--- src/sv/aptt_pkg.sv ---
// Shared types and constants of the alternating peak and trough tracker.
`default_nettype none
package aptt_pkg;

    // Ring and field sizes
    localparam int RING_DEPTH = 16;
    localparam int SLOT_W     = $clog2(RING_DEPTH);
    localparam int COUNT_W    = $clog2(RING_DEPTH + 1);
    localparam int IDX_W      = 16;
    localparam int VAL_W      = 16;

    // Configuration port
    localparam int APB_ADDR_W = 3;
    localparam int APB_DATA_W = 32;

    // Register indexes (byte address divided by four)
    localparam logic [0:0] REG_MIN_INTERVAL = 1'b0;
    localparam logic [0:0] REG_MAX_INTERVAL = 1'b1;

    // Register reset values
    localparam logic [IDX_W-1:0] MIN_INTERVAL_RST = '0;
    localparam logic [IDX_W-1:0] MAX_INTERVAL_RST = '1;

    // Item operations
    typedef enum logic [0:0] {
        OP_SAMPLE = 1'b0,
        OP_SEED   = 1'b1
    } op_t;

    typedef struct packed {
        logic [IDX_W-1:0] min_interval;
        logic [IDX_W-1:0] max_interval;
    } cfg_t;

    typedef struct packed {
        op_t              operation;
        logic [IDX_W-1:0] sample_index;
        logic [VAL_W-1:0] sample_value;
    } in_item_t;

    typedef struct packed {
        logic               stored;
        logic               stored_is_top;
        logic [IDX_W-1:0]   extreme_index;
        logic [VAL_W-1:0]   extreme_value;
        logic [COUNT_W-1:0] entry_count;
        logic [SLOT_W-1:0]  oldest_slot;
    } out_item_t;

endpackage
`default_nettype wire

--- src/sv/aptt_if.sv ---
// Valid/ready channel interfaces for input items and result items.
`default_nettype none
interface aptt_in_if;
    logic                           valid;
    logic                           ready;
    logic                           operation;
    logic [aptt_pkg::IDX_W-1:0]     sample_index;
    logic [aptt_pkg::VAL_W-1:0]     sample_value;

    modport source (output valid, output operation, output sample_index,
                    output sample_value, input ready);
    modport sink   (input valid, input operation, input sample_index,
                    input sample_value, output ready);
endinterface

interface aptt_out_if;
    logic                           valid;
    logic                           ready;
    logic                           stored;
    logic                           stored_is_top;
    logic [aptt_pkg::IDX_W-1:0]     extreme_index;
    logic [aptt_pkg::VAL_W-1:0]     extreme_value;
    logic [aptt_pkg::COUNT_W-1:0]   entry_count;
    logic [aptt_pkg::SLOT_W-1:0]    oldest_slot;

    modport source (output valid, output stored, output stored_is_top,
                    output extreme_index, output extreme_value,
                    output entry_count, output oldest_slot, input ready);
    modport sink   (input valid, input stored, input stored_is_top,
                    input extreme_index, input extreme_value,
                    input entry_count, input oldest_slot, output ready);
endinterface
`default_nettype wire

--- src/sv/aptt_cfg_regs.sv ---
// APB-style configuration registers: interval limits.
`default_nettype none
module aptt_cfg_regs
(
    input  wire logic                                clk,
    input  wire logic                                rst_n,
    input  wire logic                                psel,
    input  wire logic                                penable,
    input  wire logic                                pwrite,
    input  wire logic [aptt_pkg::APB_ADDR_W-1:0]     paddr,
    input  wire logic [aptt_pkg::APB_DATA_W-1:0]     pwdata,
    output logic      [aptt_pkg::APB_DATA_W-1:0]     prdata,
    output logic                                     pready,
    output aptt_pkg::cfg_t                           cfg
);

    logic [aptt_pkg::IDX_W-1:0] min_interval_reg;
    logic [aptt_pkg::IDX_W-1:0] max_interval_reg;
    logic                       wr_en;
    logic [0:0]                 reg_sel;

    // Zero wait states; low address bits are the byte offset
    assign pready  = 1'b1;
    assign wr_en   = psel && penable && pwrite && pready;
    assign reg_sel = paddr[2:2];

    always_ff @(posedge clk or negedge rst_n)
    begin
        if (!rst_n)
        begin
            min_interval_reg <= aptt_pkg::MIN_INTERVAL_RST;
            max_interval_reg <= aptt_pkg::MAX_INTERVAL_RST;
        end
        else if (wr_en)
        begin
            case (reg_sel)
                aptt_pkg::REG_MIN_INTERVAL: min_interval_reg <= pwdata[aptt_pkg::IDX_W-1:0];
                aptt_pkg::REG_MAX_INTERVAL: max_interval_reg <= pwdata[aptt_pkg::IDX_W-1:0];
                default: ;
            endcase
        end
    end

    // Read-back mux
    always_comb
    begin
        case (reg_sel)
            aptt_pkg::REG_MIN_INTERVAL:
                prdata = {{(aptt_pkg::APB_DATA_W-aptt_pkg::IDX_W){1'b0}}, min_interval_reg};
            aptt_pkg::REG_MAX_INTERVAL:
                prdata = {{(aptt_pkg::APB_DATA_W-aptt_pkg::IDX_W){1'b0}}, max_interval_reg};
            default:
                prdata = '0;
        endcase
    end

    assign cfg.min_interval = min_interval_reg;
    assign cfg.max_interval = max_interval_reg;

endmodule
`default_nettype wire

--- src/sv/aptt_core.sv ---
// Tracker state and the single-pass extreme detection logic.
`default_nettype none
module aptt_core
(
    input  wire logic               clk,
    input  wire logic               rst_n,
    input  wire logic               advance,
    input  wire aptt_pkg::in_item_t item,
    input  wire aptt_pkg::cfg_t     cfg,
    output aptt_pkg::out_item_t     res
);

    localparam int SLOT_W  = aptt_pkg::SLOT_W;
    localparam int COUNT_W = aptt_pkg::COUNT_W;
    localparam int IDX_W   = aptt_pkg::IDX_W;
    localparam int VAL_W   = aptt_pkg::VAL_W;

    // Ring storage, read only at the write slot (for the seed case)
    logic [IDX_W-1:0]   ring_pos_reg [aptt_pkg::RING_DEPTH];
    logic [VAL_W-1:0]   ring_amp_reg [aptt_pkg::RING_DEPTH];

    // Copies of the three most recent slots behind the write slot
    logic [IDX_W-1:0]   b1_pos_reg, b1_pos_next;
    logic [IDX_W-1:0]   b2_pos_reg, b2_pos_next;
    logic [VAL_W-1:0]   b1_amp_reg, b1_amp_next;
    logic [VAL_W-1:0]   b2_amp_reg, b2_amp_next;
    logic [VAL_W-1:0]   b3_amp_reg, b3_amp_next;

    logic [SLOT_W-1:0]  ws_reg, ws_next;
    logic [COUNT_W-1:0] kept_reg, kept_next;
    logic [SLOT_W-1:0]  oldest_reg, oldest_next;
    logic [VAL_W-1:0]   rmin_reg, rmin_next;
    logic [VAL_W-1:0]   rmax_reg, rmax_next;
    logic               ovr_reg, ovr_next;

    logic               is_bot;
    logic [VAL_W-1:0]   run_val;
    logic               keep_run;
    logic [IDX_W-1:0]   cpos;
    logic [IDX_W-1:0]   itv;
    logic [IDX_W-1:0]   itv_eff;
    logic signed [VAL_W:0]   prev_sw;
    logic signed [VAL_W:0]   curr_sw;
    logic signed [VAL_W+1:0] curr2;
    logic               swing_ok;
    logic               accept;
    logic               too_far;
    logic               push;
    logic               seed;
    logic [VAL_W-1:0]   run_next;
    logic [IDX_W-1:0]   ws_pos;
    logic [VAL_W-1:0]   ws_amp;
    logic               kept_full;

    assign ws_pos    = ring_pos_reg[ws_reg];
    assign ws_amp    = ring_amp_reg[ws_reg];
    assign kept_full = (kept_reg >= COUNT_W'(aptt_pkg::RING_DEPTH));

    // Candidate judgement and next state
    always_comb
    begin
        seed     = (item.operation == aptt_pkg::OP_SEED);
        is_bot   = ws_reg[0];
        run_val  = is_bot ? rmin_reg : rmax_reg;
        keep_run = (run_val == '0) ||
                   (is_bot ? (run_val >= item.sample_value)
                           : (run_val <= item.sample_value));
        cpos     = item.sample_index - IDX_W'(1);

        // Wrapped interval to the previous extreme of the same kind
        if (cpos > b2_pos_reg)
            itv = cpos - b2_pos_reg;
        else
            itv = cpos - b2_pos_reg - IDX_W'(1);

        // Swing test 2*curr > prev, signed
        if (is_bot)
        begin
            prev_sw = $signed({1'b0, b3_amp_reg}) - $signed({1'b0, b2_amp_reg});
            curr_sw = $signed({1'b0, b1_amp_reg}) - $signed({1'b0, run_val});
        end
        else
        begin
            prev_sw = $signed({1'b0, b2_amp_reg}) - $signed({1'b0, b3_amp_reg});
            curr_sw = $signed({1'b0, run_val}) - $signed({1'b0, b1_amp_reg});
        end
        curr2    = $signed({curr_sw, 1'b0});
        swing_ok = curr2 > $signed({prev_sw[VAL_W], prev_sw});

        // A pending overshoot forces the candidate through
        itv_eff = ovr_reg ? cfg.min_interval : itv;
        accept  = (itv_eff >= cfg.min_interval) && (itv_eff <= cfg.max_interval) &&
                  (swing_ok || ovr_reg);
        too_far = itv_eff > cfg.max_interval;

        // Defaults: hold everything
        ws_next     = ws_reg;
        kept_next   = kept_reg;
        oldest_next = oldest_reg;
        rmin_next   = rmin_reg;
        rmax_next   = rmax_reg;
        ovr_next    = ovr_reg;
        b1_pos_next = b1_pos_reg;
        b2_pos_next = b2_pos_reg;
        b1_amp_next = b1_amp_reg;
        b2_amp_next = b2_amp_reg;
        b3_amp_next = b3_amp_reg;
        push        = 1'b0;
        run_next    = run_val;

        res.stored        = 1'b0;
        res.stored_is_top = 1'b0;
        res.extreme_index = '0;
        res.extreme_value = '0;

        if (seed)
        begin
            // Seed writes slot zero and advances the write slot
            ws_next = ws_reg + SLOT_W'(1);
            if (!kept_full)
                kept_next = kept_reg + COUNT_W'(1);
            if (ws_reg == SLOT_W'(0))
            begin
                b1_pos_next = item.sample_index;
                b1_amp_next = item.sample_value;
            end
            else
            begin
                b1_pos_next = ws_pos;
                b1_amp_next = ws_amp;
            end
            if (ws_reg == SLOT_W'(1))
            begin
                b2_pos_next = item.sample_index;
                b2_amp_next = item.sample_value;
            end
            else
            begin
                b2_pos_next = b1_pos_reg;
                b2_amp_next = b1_amp_reg;
            end
            b3_amp_next = (ws_reg == SLOT_W'(2)) ? item.sample_value : b2_amp_reg;

            res.stored        = 1'b1;
            res.stored_is_top = 1'b1;
            res.extreme_index = item.sample_index;
            res.extreme_value = item.sample_value;
        end
        else
        begin
            if (keep_run)
                run_next = item.sample_value;
            else
            begin
                ovr_next = too_far && !accept;
                if (accept || too_far)
                    run_next = '0;
                push = accept;
            end

            if (push)
            begin
                ws_next = ws_reg + SLOT_W'(1);
                if (!kept_full)
                    kept_next = kept_reg + COUNT_W'(1);
                else
                    oldest_next = oldest_reg + SLOT_W'(1);
                b1_pos_next = cpos;
                b1_amp_next = run_val;
                b2_pos_next = b1_pos_reg;
                b2_amp_next = b1_amp_reg;
                b3_amp_next = b2_amp_reg;

                res.stored        = 1'b1;
                res.stored_is_top = !is_bot;
                res.extreme_index = cpos;
                res.extreme_value = run_val;
            end

            if (is_bot)
                rmin_next = run_next;
            else
                rmax_next = run_next;
        end

        res.entry_count = kept_next;
        res.oldest_slot = oldest_next;
    end

    // Control and running state
    always_ff @(posedge clk or negedge rst_n)
    begin
        if (!rst_n)
        begin
            ws_reg     <= '0;
            kept_reg   <= '0;
            oldest_reg <= '0;
            rmin_reg   <= '0;
            rmax_reg   <= '0;
            ovr_reg    <= 1'b0;
            b1_pos_reg <= '0;
            b2_pos_reg <= '0;
            b1_amp_reg <= '0;
            b2_amp_reg <= '0;
            b3_amp_reg <= '0;
        end
        else if (advance)
        begin
            ws_reg     <= ws_next;
            kept_reg   <= kept_next;
            oldest_reg <= oldest_next;
            rmin_reg   <= rmin_next;
            rmax_reg   <= rmax_next;
            ovr_reg    <= ovr_next;
            b1_pos_reg <= b1_pos_next;
            b2_pos_reg <= b2_pos_next;
            b1_amp_reg <= b1_amp_next;
            b2_amp_reg <= b2_amp_next;
            b3_amp_reg <= b3_amp_next;
        end
    end

    // Ring entries
    always_ff @(posedge clk or negedge rst_n)
    begin
        if (!rst_n)
        begin
            for (int i = 0; i < aptt_pkg::RING_DEPTH; i++)
            begin
                ring_pos_reg[i] <= '0;
                ring_amp_reg[i] <= '0;
            end
        end
        else if (advance)
        begin
            if (seed)
            begin
                ring_pos_reg[0] <= item.sample_index;
                ring_amp_reg[0] <= item.sample_value;
            end
            else if (push)
            begin
                ring_pos_reg[ws_reg] <= cpos;
                ring_amp_reg[ws_reg] <= run_val;
            end
        end
    end

    // Entry count never passes the ring depth
    a_kept_bound: assert property (@(posedge clk) disable iff (!rst_n)
        kept_reg <= COUNT_W'(aptt_pkg::RING_DEPTH))
        else $error("entry count beyond ring depth");

    // Oldest slot moves only once the ring is full
    a_oldest_full: assert property (@(posedge clk) disable iff (!rst_n)
        !$stable(oldest_reg) |-> $past(kept_reg) == COUNT_W'(aptt_pkg::RING_DEPTH))
        else $error("oldest slot moved before ring was full");

    // Every stored extreme advances the write slot by one
    a_ws_step: assert property (@(posedge clk) disable iff (!rst_n)
        advance && res.stored |=> ws_reg == $past(ws_reg) + SLOT_W'(1))
        else $error("write slot did not advance on a store");

    // An accepted sample extreme leaves no overshoot pending and empties its running value
    a_accept_clears: assert property (@(posedge clk) disable iff (!rst_n)
        advance && res.stored && !seed |=> !ovr_reg && (rmin_reg == '0 || rmax_reg == '0))
        else $error("state not cleared after accepted extreme");

endmodule
`default_nettype wire

--- src/sv/alternating_peak_trough_tracker_unit.sv ---
// Alternating peak and trough tracker: top level with item and result registers.
//
// Input channel in_item carries (operation, sample_index, sample_value); an item is
// taken when valid and ready are both high. operation selects a sample step or a
// seed of the zero-point top into ring entry 0. Each item yields exactly one result
// item on out_item: stored flag, kind, extreme index and value, entry count and
// oldest slot after the item.
// An accepted item is held in the input register, where the detection logic and the
// ring/state update run, and is then loaded into the result register when that has
// room. Throughput is one item per cycle while out_item.ready is high; the state
// update of one item is complete before the next leaves the input register.
// When out_item.ready is low the result register holds and one more item can wait
// in the input register; in_item.ready drops only when both are occupied.
// Reset (rst_n, asynchronous, active low) empties the ring, clears the running
// minimum/maximum and overshoot flag, and sets min_interval to 0 and max_interval
// to 65535. Configuration is written over the APB-style port: min_interval at
// byte address 0, max_interval at byte address 4, zero wait states.
`default_nettype none
module alternating_peak_trough_tracker_unit
(
    input  wire logic                                clk,
    input  wire logic                                rst_n,
    input  wire logic                                psel,
    input  wire logic                                penable,
    input  wire logic                                pwrite,
    input  wire logic [aptt_pkg::APB_ADDR_W-1:0]     paddr,
    input  wire logic [aptt_pkg::APB_DATA_W-1:0]     pwdata,
    output logic      [aptt_pkg::APB_DATA_W-1:0]     prdata,
    output logic                                     pready,
    aptt_in_if.sink                                  in_item,
    aptt_out_if.source                               out_item
);

    aptt_pkg::cfg_t      cfg;
    aptt_pkg::in_item_t  in_data_reg;
    aptt_pkg::out_item_t res;
    aptt_pkg::out_item_t out_data_reg;
    logic                in_vld_reg;
    logic                out_vld_reg;
    logic                advance;
    logic                take;

    aptt_cfg_regs u_cfg_regs
    (
        .clk     (clk),
        .rst_n   (rst_n),
        .psel    (psel),
        .penable (penable),
        .pwrite  (pwrite),
        .paddr   (paddr),
        .pwdata  (pwdata),
        .prdata  (prdata),
        .pready  (pready),
        .cfg     (cfg)
    );

    aptt_core u_core
    (
        .clk     (clk),
        .rst_n   (rst_n),
        .advance (advance),
        .item    (in_data_reg),
        .cfg     (cfg),
        .res     (res)
    );

    // Handshake: move the held item into the result register when there is room
    assign advance       = in_vld_reg && (!out_vld_reg || out_item.ready);
    assign in_item.ready = !in_vld_reg || advance;
    assign take          = in_item.valid && in_item.ready;

    // Input register
    always_ff @(posedge clk or negedge rst_n)
    begin
        if (!rst_n)
            in_vld_reg <= 1'b0;
        else if (take)
            in_vld_reg <= 1'b1;
        else if (advance)
            in_vld_reg <= 1'b0;
    end

    always_ff @(posedge clk)
    begin
        if (take)
        begin
            in_data_reg.operation    <= aptt_pkg::op_t'(in_item.operation);
            in_data_reg.sample_index <= in_item.sample_index;
            in_data_reg.sample_value <= in_item.sample_value;
        end
    end

    // Result register
    always_ff @(posedge clk or negedge rst_n)
    begin
        if (!rst_n)
            out_vld_reg <= 1'b0;
        else if (advance)
            out_vld_reg <= 1'b1;
        else if (out_item.ready)
            out_vld_reg <= 1'b0;
    end

    always_ff @(posedge clk)
    begin
        if (advance)
            out_data_reg <= res;
    end

    assign out_item.valid         = out_vld_reg;
    assign out_item.stored        = out_data_reg.stored;
    assign out_item.stored_is_top = out_data_reg.stored_is_top;
    assign out_item.extreme_index = out_data_reg.extreme_index;
    assign out_item.extreme_value = out_data_reg.extreme_value;
    assign out_item.entry_count   = out_data_reg.entry_count;
    assign out_item.oldest_slot   = out_data_reg.oldest_slot;

endmodule
`default_nettype wire

--- src/flat_wrapper.sv ---
// flat-port wrapper written by rule: the top's interface ports become plain ports
module alternating_peak_trough_tracker_unit_flat 
  (clk, rst_n, psel, penable, pwrite, paddr, pwdata, prdata, pready, in_item_valid, in_item_operation, in_item_sample_index, in_item_sample_value, in_item_ready, out_item_valid, out_item_stored, out_item_stored_is_top, out_item_extreme_index, out_item_extreme_value, out_item_entry_count, out_item_oldest_slot, out_item_ready);
  aptt_in_if in_item_i ();
  aptt_out_if out_item_i ();
  input  wire logic clk;
  input  wire logic rst_n;
  input  wire logic psel;
  input  wire logic penable;
  input  wire logic pwrite;
  input  wire logic [aptt_pkg::APB_ADDR_W-1:0] paddr;
  input  wire logic [aptt_pkg::APB_DATA_W-1:0] pwdata;
  output logic      [aptt_pkg::APB_DATA_W-1:0] prdata;
  output logic pready;
  input wire logic [$bits(in_item_i.valid)-1:0] in_item_valid;
  input wire logic [$bits(in_item_i.operation)-1:0] in_item_operation;
  input wire logic [$bits(in_item_i.sample_index)-1:0] in_item_sample_index;
  input wire logic [$bits(in_item_i.sample_value)-1:0] in_item_sample_value;
  output wire logic [$bits(in_item_i.ready)-1:0] in_item_ready;
  output wire logic [$bits(out_item_i.valid)-1:0] out_item_valid;
  output wire logic [$bits(out_item_i.stored)-1:0] out_item_stored;
  output wire logic [$bits(out_item_i.stored_is_top)-1:0] out_item_stored_is_top;
  output wire logic [$bits(out_item_i.extreme_index)-1:0] out_item_extreme_index;
  output wire logic [$bits(out_item_i.extreme_value)-1:0] out_item_extreme_value;
  output wire logic [$bits(out_item_i.entry_count)-1:0] out_item_entry_count;
  output wire logic [$bits(out_item_i.oldest_slot)-1:0] out_item_oldest_slot;
  input wire logic [$bits(out_item_i.ready)-1:0] out_item_ready;
  assign in_item_i.valid = in_item_valid;
  assign in_item_i.operation = in_item_operation;
  assign in_item_i.sample_index = in_item_sample_index;
  assign in_item_i.sample_value = in_item_sample_value;
  assign in_item_ready = in_item_i.ready;
  assign out_item_valid = out_item_i.valid;
  assign out_item_stored = out_item_i.stored;
  assign out_item_stored_is_top = out_item_i.stored_is_top;
  assign out_item_extreme_index = out_item_i.extreme_index;
  assign out_item_extreme_value = out_item_i.extreme_value;
  assign out_item_entry_count = out_item_i.entry_count;
  assign out_item_oldest_slot = out_item_i.oldest_slot;
  assign out_item_i.ready = out_item_ready;
  alternating_peak_trough_tracker_unit u_core (.clk(clk), .rst_n(rst_n), .psel(psel), .penable(penable), .pwrite(pwrite), .paddr(paddr), .pwdata(pwdata), .prdata(prdata), .pready(pready), .in_item(in_item_i), .out_item(out_item_i));
endmodule
--- config.mk ---
export PLATFORM = sky130hd
export DESIGN_NAME = alternating_peak_trough_tracker_unit_flat
export DESIGN_NICKNAME = d
export VERILOG_FILES = /design/src/sv/aptt_pkg.sv /design/src/sv/aptt_if.sv /design/src/sv/aptt_cfg_regs.sv /design/src/sv/aptt_core.sv /design/src/sv/alternating_peak_trough_tracker_unit.sv /design/src/flat_wrapper.sv
export SDC_FILE = /design/constraint.sdc
export NUM_CORES = 2
export LEC_CHECK = 0
export BUFFER_PORTS_ARGS = -buffer_cell sky130_fd_sc_hd__buf_4
export CORE_ASPECT_RATIO = 0.5
export CORE_MARGIN = 1.5
export CORE_UTILIZATION = 40
export DETAILED_ROUTE_END_ITERATION = 8
export PLACE_DENSITY = 0.65
export RECOVER_POWER = 100
export SLEW_MARGIN = 10
export SYNTH_ARGS = -nofsm -noshare
export SYNTH_HDL_FRONTEND = slang
export SYNTH_SLANG_ARGS = --single-unit
--- constraint.sdc ---
create_clock -name clk -period 8.95 [get_ports clk]
set_clock_uncertainty 0.1 [all_clocks]
set_input_delay 1.3425 -clock clk [delete_from_list [all_inputs] [get_ports clk]]
set_output_delay 1.3425 -clock clk [all_outputs]
set_load 0.03 [all_outputs]
Word level (Yosys, flattened, before mapping)
Index checks and enable logic that the tools add are counted.
{"block": "op_classes", "add_sub_neg": 10, "multipliers": 0, "n_reduce_logical": 31, "order_cmp": 10, "n_eq_ne": 2, "div": 0, "muxes": 55, "bitwise_logic": 5, "shift": 0}
{"op": "$bwmux 256", "count": 2}
{"op": "$mux 256", "count": 2}
{"op": "$mux 16", "count": 27}
{"op": "$bmux 16 s4", "count": 2}
{"op": "$sub 16x16->17", "count": 4}
{"op": "$demux 16 s4", "count": 1}
{"op": "$pmux 32 s2", "count": 1}
{"op": "$mux 17", "count": 2}
{"op": "$mux 34", "count": 1}
{"op": "$ge 16x16->1", "count": 2}
{"op": "$gt 16x16->1", "count": 2}
{"op": "$le 16x16->1", "count": 2}
{"op": "$mux 32", "count": 1}
{"op": "$sub 16x1->16 const B", "count": 2}
{"op": "$mux 4", "count": 5}
{"op": "$gt 18x17->1", "count": 1}
{"op": "$logic_not 16->1", "count": 1}
{"op": "$sub 16x16->16", "count": 1}
{"op": "$mux 5", "count": 3}
{"op": "$reduce_and 3->1", "count": 4}
{"op": "$ge 5x5->1 const B", "count": 2}
{"op": "$add 4x1->4 const B", "count": 2}
{"op": "$logic_and 1x1->1", "count": 8}
{"op": "$mux 1", "count": 8}
{"op": "11 further kinds", "count": 27}
{"block": "word_totals", "input_bits": 75, "mem_count": 0, "reg_bits": 748, "rom_bits": 0, "ramBits": 0, "out_inout_bits": 78, "latchBits": 0}

Depth between registers and ports, before layout
{"block": "depth", "word_depth": 13, "mapped_depth": 35, "depth_no_buf": 29}

Hierarchy
From an unflattened synthesis, not the netlist that was laid out.
{"block": "unflattened", "cells_unflattened": 3674, "hier_area_um2": 39821.9}
{"mod": "aptt_core", "instances": 1, "cells_per_inst": 3485, "area_each_um2": 35818.1}
{"mod": "alternating_peak_trough_tracker_unit", "instances": 1, "cells_per_inst": 84, "area_each_um2": 2386.0}
{"mod": "aptt_cfg_regs", "instances": 1, "cells_per_inst": 105, "area_each_um2": 1617.8}

Worst setup path before layout
No wires, ideal clock.
{"block": "synth_path", "path_type": "register to register", "startpoint": "register u_core.in_data_reg[16] (netlist name)", "endpoint": "register u_core.u_core.oldest_reg[1]", "setup_ps": 125, "synth_period_minus_slack_ps": 6952, "slack_ps": 1998, "stages_incl_launch_ff": 33, "t_required_ps": 8725, "arrival_ps": 6727, "path_buffers": 6, "cell_sequence": "edfxtp_1 > buf_2 > inv_1 > ha_1 > clkbuf_1 > nand3b_1 > or3_1 > nor3_4 > xnor2_1 > clkbuf_1 > inv_1 > ha_1 > and3_1 > a221oi_1 > a21oi_1 > a32oi_1 > and2_1 > buf_2 > nand4_1 > nor3_1 > xor2_1 > o21ai_0 > ha_1 > nand4_1 > nor4_1 > a31oi_1 > nor3_1 > and4_1 > buf_4 > buf_4 > nand2_1 > nor2_1 > mux2_2"}
{"block": "synth_via", "elab_chain_len": 12, "word_cells_on_any_way": 14, "cone_classes": "add/sub: 3; order compare: 3; mux: 6; reduce/logical: 2"}
{"item": "start, declared", "line": "alternating_peak_trough_tracker_unit.sv:35", "text": "aptt_pkg::in_item_t in_data_reg;"}
{"item": "$sub 16x1->16 *", "line": "aptt_core.sv:68", "text": "cpos = item.sample_index - IDX_W'(1);"}
{"item": "net u_core.u_core.cpos[0]", "line": "aptt_core.sv:39", "text": "logic [IDX_W-1:0] cpos;"}
{"item": "$sub 16x16->16", "line": "aptt_core.sv:72, aptt_core.sv:74"}
{"item": "$sub 16x1->16", "line": "aptt_core.sv:74", "text": "itv = cpos - b2_pos_reg - IDX_W'(1);"}
{"item": "$mux 16 *", "line": "aptt_core.sv:71", "text": "if (cpos > b2_pos_reg)"}
{"item": "$mux 16 *", "line": "aptt_core.sv:91", "text": "itv_eff = ovr_reg ? cfg.min_interval : itv;"}
{"item": "$ge 16x16->1 or $le 16x16->1 (tied branches)", "line": "aptt_core.sv:92", "text": "accept = (itv_eff >= cfg.min_interval) && (itv_eff <= cfg.max_interval) &&"}
{"item": "$logic_and 1x1->1 * (2 in a row)", "line": "aptt_core.sv:92"}
{"item": "$mux 1 *", "line": "aptt_core.sv:151", "text": "if (keep_run)"}
{"item": "$mux 1 *", "line": "aptt_core.sv:116", "text": "if (seed)"}
{"item": "$mux 4 *", "line": "aptt_core.sv:161", "text": "if (push)"}
{"item": "$mux 4 *", "line": "aptt_core.sv:116"}
{"item": "end signal, assigned", "line": "aptt_core.sv:211", "text": "oldest_reg <= oldest_next;"}
{"item": "end, declared", "line": "aptt_core.sv:31", "text": "logic [SLOT_W-1:0] oldest_reg, oldest_next;"}
Mark *: on every way through the listed nets, which the timed path passes. The rest lies on a longest branch. The select of a mux whose other input is x is not followed.
A chain may end at the register's enable or synchronous reset.

Worst setup path after layout
{"block": "layout_path", "startpoint": "register u_core.in_data_reg[16] (netlist name)", "endpoint": "register u_core.u_core.ring_pos_reg[128] (netlist name)"}
{"block": "layout_via", "elab_chain_len": 12, "word_cells_on_any_way": 15, "cone_classes": "add/sub: 3; order compare: 3; mux: 6; reduce/logical: 3"}
{"item": "$sub 16x1->16 *", "line": "aptt_core.sv:68"}
{"item": "net u_core.u_core.cpos[0]", "line": "aptt_core.sv:39"}
{"item": "$sub 16x16->16", "line": "aptt_core.sv:72, aptt_core.sv:74"}
{"item": "$sub 16x1->16", "line": "aptt_core.sv:74"}
{"item": "$mux 16", "line": "aptt_core.sv:71"}
{"item": "$mux 16", "line": "aptt_core.sv:91"}
{"item": "$ge 16x16->1 or $le 16x16->1 (tied branches)", "line": "aptt_core.sv:92"}
{"item": "$logic_and 1x1->1 (2 in a row)", "line": "aptt_core.sv:92"}
{"item": "$mux 1", "line": "aptt_core.sv:151"}
{"item": "$mux 1 (2 in a row)", "line": "aptt_core.sv:116"}
{"item": "$reduce_and 3->1 (no source line)"}
{"item": "end signal, assigned by index", "line": "aptt_core.sv:243", "text": "ring_pos_reg[ws_reg] <= cpos;"}
{"item": "end, declared", "line": "aptt_core.sv:19", "text": "logic [IDX_W-1:0] ring_pos_reg [aptt_pkg::RING_DEPTH];"}
Marked as above.

==> results.json <==
{
  "outcome": "finished with violations",
  "failed_checks": "max-capacitance violations, max-slew violations",
  "rsz0062_at_grt": "false",
  "dr_total_vias": 29200,
  "syn_area_per_cell_sq_um": 10.1,
  "reg2reg_from": "u_core.in_data_reg[16]",
  "grt_pass1_wl_mm": 165,
  "dp_hpwl_mm": 70.6,
  "tritoncts": "done",
  "met2_usage": 0.317,
  "seqPwrFrac": 0.313,
  "ys_ff_latch": 748,
  "htreeDepth": 3,
  "ir_worst_vdd_mv": 0.203,
  "r2r_slack_ps": 570,
  "critPathMaxFanout": 62,
  "internal_power_uw": 9070,
  "routed_via_density": 5.57,
  "place_congestion": 0.889,
  "hold_class": "flip-flop to flip-flop",
  "clockBufferDepth": 3,
  "fp-row-count": 80,
  "first_global_vias": 28500,
  "p_leak_uw": 0.0188,
  "first_iter_violations": 2405,
  "io_pins": 153,
  "endpoint_kind": "flip-flop",
  "yosys-top-cells-area": "dfrtp_1 42%, mux4_2 7.6%, o21ai_0 6.6%, nand2_1 6.3%, edfxtp_1 5.8%",
  "slew_headroom": -2.49,
  "clkPwrFrac": 0.198,
  "synthDistinctLibCells": 89,
  "die_area_sq_mm": 0.100,
  "final_layout_size_suffix_gt1_frac": 0.123,
  "cp_slowest_stage_delay_ps": 550,
  "synthCells": 3890,
  "grt_usage": 0.210,
  "yosysWarnings": 0,
  "fin_ws_ps": 573,
  "max_cap_violations": 6,
  "finalHoldViolations": 0,
  "p_sw_uw": 6660,
  "stdcell_count": 5239,
  "yosysSeqAreaShare": 0.487,
  "holdPathStages": 1,
  "grt_util_met1": 0.307,
  "antenna_found_initial": 2,
  "synth_top_area_frac": 0.418,
  "place_ws_ps": 432,
  "layout_min_cycle_time_ps": 8380,
  "fillCellCount": 9096,
  "ys.flop_type": "dfrtp_1",
  "portBuffers": 117,
  "final_nets": 4104,
  "clock.fmax_ghz": 0.119,
  "syn-cell-area_sq_mm": 0.0393,
  "yosysTopAreaCell": "dfrtp_1",
  "start_kind": "flip-flop",
  "grt_max_degree": 188,
  "multi_input_area_sq_mm": 0.0181,
  "drc_errors": 0,
  "routed_wl_mm": 105,
  "cts_buffers": 74,
  "syn_to_final_growth_pct": 10.0,
  "drt-wirelength-per-cell_um": 20.0,
  "cts.clk_slew.worst_paths_ps": 60,
  "finalPower_uw": 15700,
  "synth_edf_count": 76,
  "hold_path_end": "u_core.out_item.valid",
  "cpMaxStageDelayCell": "and4_4",
  "grt-busiest-layer": "met2",
  "post-place-cells": 5106,
  "arrival_ps": 8800,
  "setup_viol": 0,
  "ys_top_cells_by_count": "661 x nand2_1, 656 x dfrtp_1, 519 x o21ai_0",
  "ctsHoldBuffers": 0,
  "critical_path_class": "flip-flop to flip-flop",
  "finalCritPeriodShare": 0.936,
  "die_h_um": 225,
  "cp_data_required_time_ps": 9380,
  "grt_util_met3": 0.0447,
  "async_reset_ff_frac": 0.898,
  "rr_worst_depth": 26,
  "grt_overflow": 0,
  "setup_tns_ps": 0,
  "initial_core_util": 0.408,
  "min_from": "u_core.in_vld_reg",
  "die_x_um": 446,
  "combPwrFrac": 0.489,
  "clkLatencyLatePin_ps": 650,
  "tightest_slew_ps": 5230,
  "r2r_end": "u_core.u_core.ring_pos_reg[128]",
  "root_buffer": "clkbuf_16",
  "core_sq_mm": 0.0963,
  "synth_most_common_cell": "nand2_1",
  "powerDensity_mw_per_mm2": 364,
  "p_sw_frac": 0.423,
  "slew_viol_final": 620,
  "ant_nets": 0,
  "cts.sinks": 748,
  "dr.pass1.iters": 5,
  "seqCellArea_sq_mm": 0.0191,
  "critPathMostFrequentCell": "ha_1"
}
-- final cells by class --
cell class	instances	area share
clock inverter	19	0.00565
multi-input combinational	2673	0.420
inverter	170	0.0148
timing repair buffer	203	0.0296
antenna	1	0.0000579
clock buffer	113	0.0493
sequential	748	0.443
tap	1312	0.0380
-- placed cells by master, fill, tap and decap left out, types with 20 or more instances in the layout --
cell	netlist	final
o22ai_1	61	61
nor3_1	39	38
edfxtp_1	76	76
ha_1	154	154
xnor2_1	48	48
nand2_1	661	661
clkbuf_1	197	97
o211ai_1	28	28
nand4_1	27	32
o221ai_1	22	22
clkbuf_4	2	35
a21oi_1	188	189
inv_1	167	165
mux2_2	55	53
mux4_2	133	133
buf_4	26	83
dfrtp_1	656	653
a211oi_1	29	29
nor2_1	221	219
mux2i_1	75	75
nor2b_1	22	22
a21o_1	60	59
o21ai_0	519	547
xor2_1	35	35
clkbuf_16	0	75
a221oi_1	20	20
-- metrics by stage --
stage                util  hold slack [ps]  area (sq um)
floorplan               -              345         39300
global placement    0.428              355         41200
detailed placement  0.428              364         41200
CTS                 0.453              378         43600
global route        0.448              388         43200
finish              0.448              374         43200
-- worst max path at each step --
stage,from,endpoint,slack [ps],cells past startpoint
after global routing,u_core.in_data_reg[16],u_core.u_core.ring_pos_reg[128],40,26
after floorplan,u_core.in_data_reg[16],u_core.u_core.oldest_reg[1],2000,32
after global placement,u_core.in_data_reg[16],u_core.u_core.ring_pos_reg[8],620,27
after detailed placement,u_core.in_data_reg[16],u_core.u_core.ring_pos_reg[247],430,26
after CTS,u_core.in_data_reg[16],u_core.u_core.ring_pos_reg[247],380,26
final,u_core.in_data_reg[16],u_core.u_core.ring_pos_reg[128],570,26
-- layer usage --
layer  vias up  part of all wire
met5         -                 0
met4         0             0.024
met3       157             0.079
met2       970              0.44
met1     14500              0.46
li1      13600                 -
-- power by group through the flow --
stage	sequential (uW)	combinational, uW	clock (uW)
2_1_floorplan	4770	5610	0
5_1_grt	5020	8510	3310
4_1_cts	4910	7710	3170
3_5_place_dp	4970	7670	0
3_3_place_gp	4910	7520	0
6_report	4920	7690	3120
-- logic make-up (layout without fill, tap and decap cells) --
logic type | Yosys count | after routing | share of synthesized area
and+or+nand+nor | 1082 | 1082 | 0.120
AOI/OAI and AO/OA | 1068 | 1068 | 0.159
DFF | 748 | 748 | 0.487
buffers and inverters | 484 | 505 | 0.0522
muxes | 263 | 263 | 0.111
adders and majority gates | 159 | 159 | 0.0516
xor gates and xnor gates | 84 | 84 | 0.0189
other | 2 | 18 | 0.000191
-- worst max-delay path, delay by kind of cell, from the launching register on --
family	cells	cell delay, ps
and+or+nand+nor	12	3720
AOI/OAI and AO/OA	5	1180
adders and majority gates	3	1150
buffers and inverters	3	850
xor gates and xnor gates	2	470
DFF	1	390
muxes	1	390
-- what timing repair did --
item / CTS / global route
hold endpoints to repair: 0 / 0
endpoints found under the setup margin: 0 / 302
gates resized for setup: 0 / 7
buffers inserted: 0 / 0
Note: power is estimated with default switching activity, not from simulation.
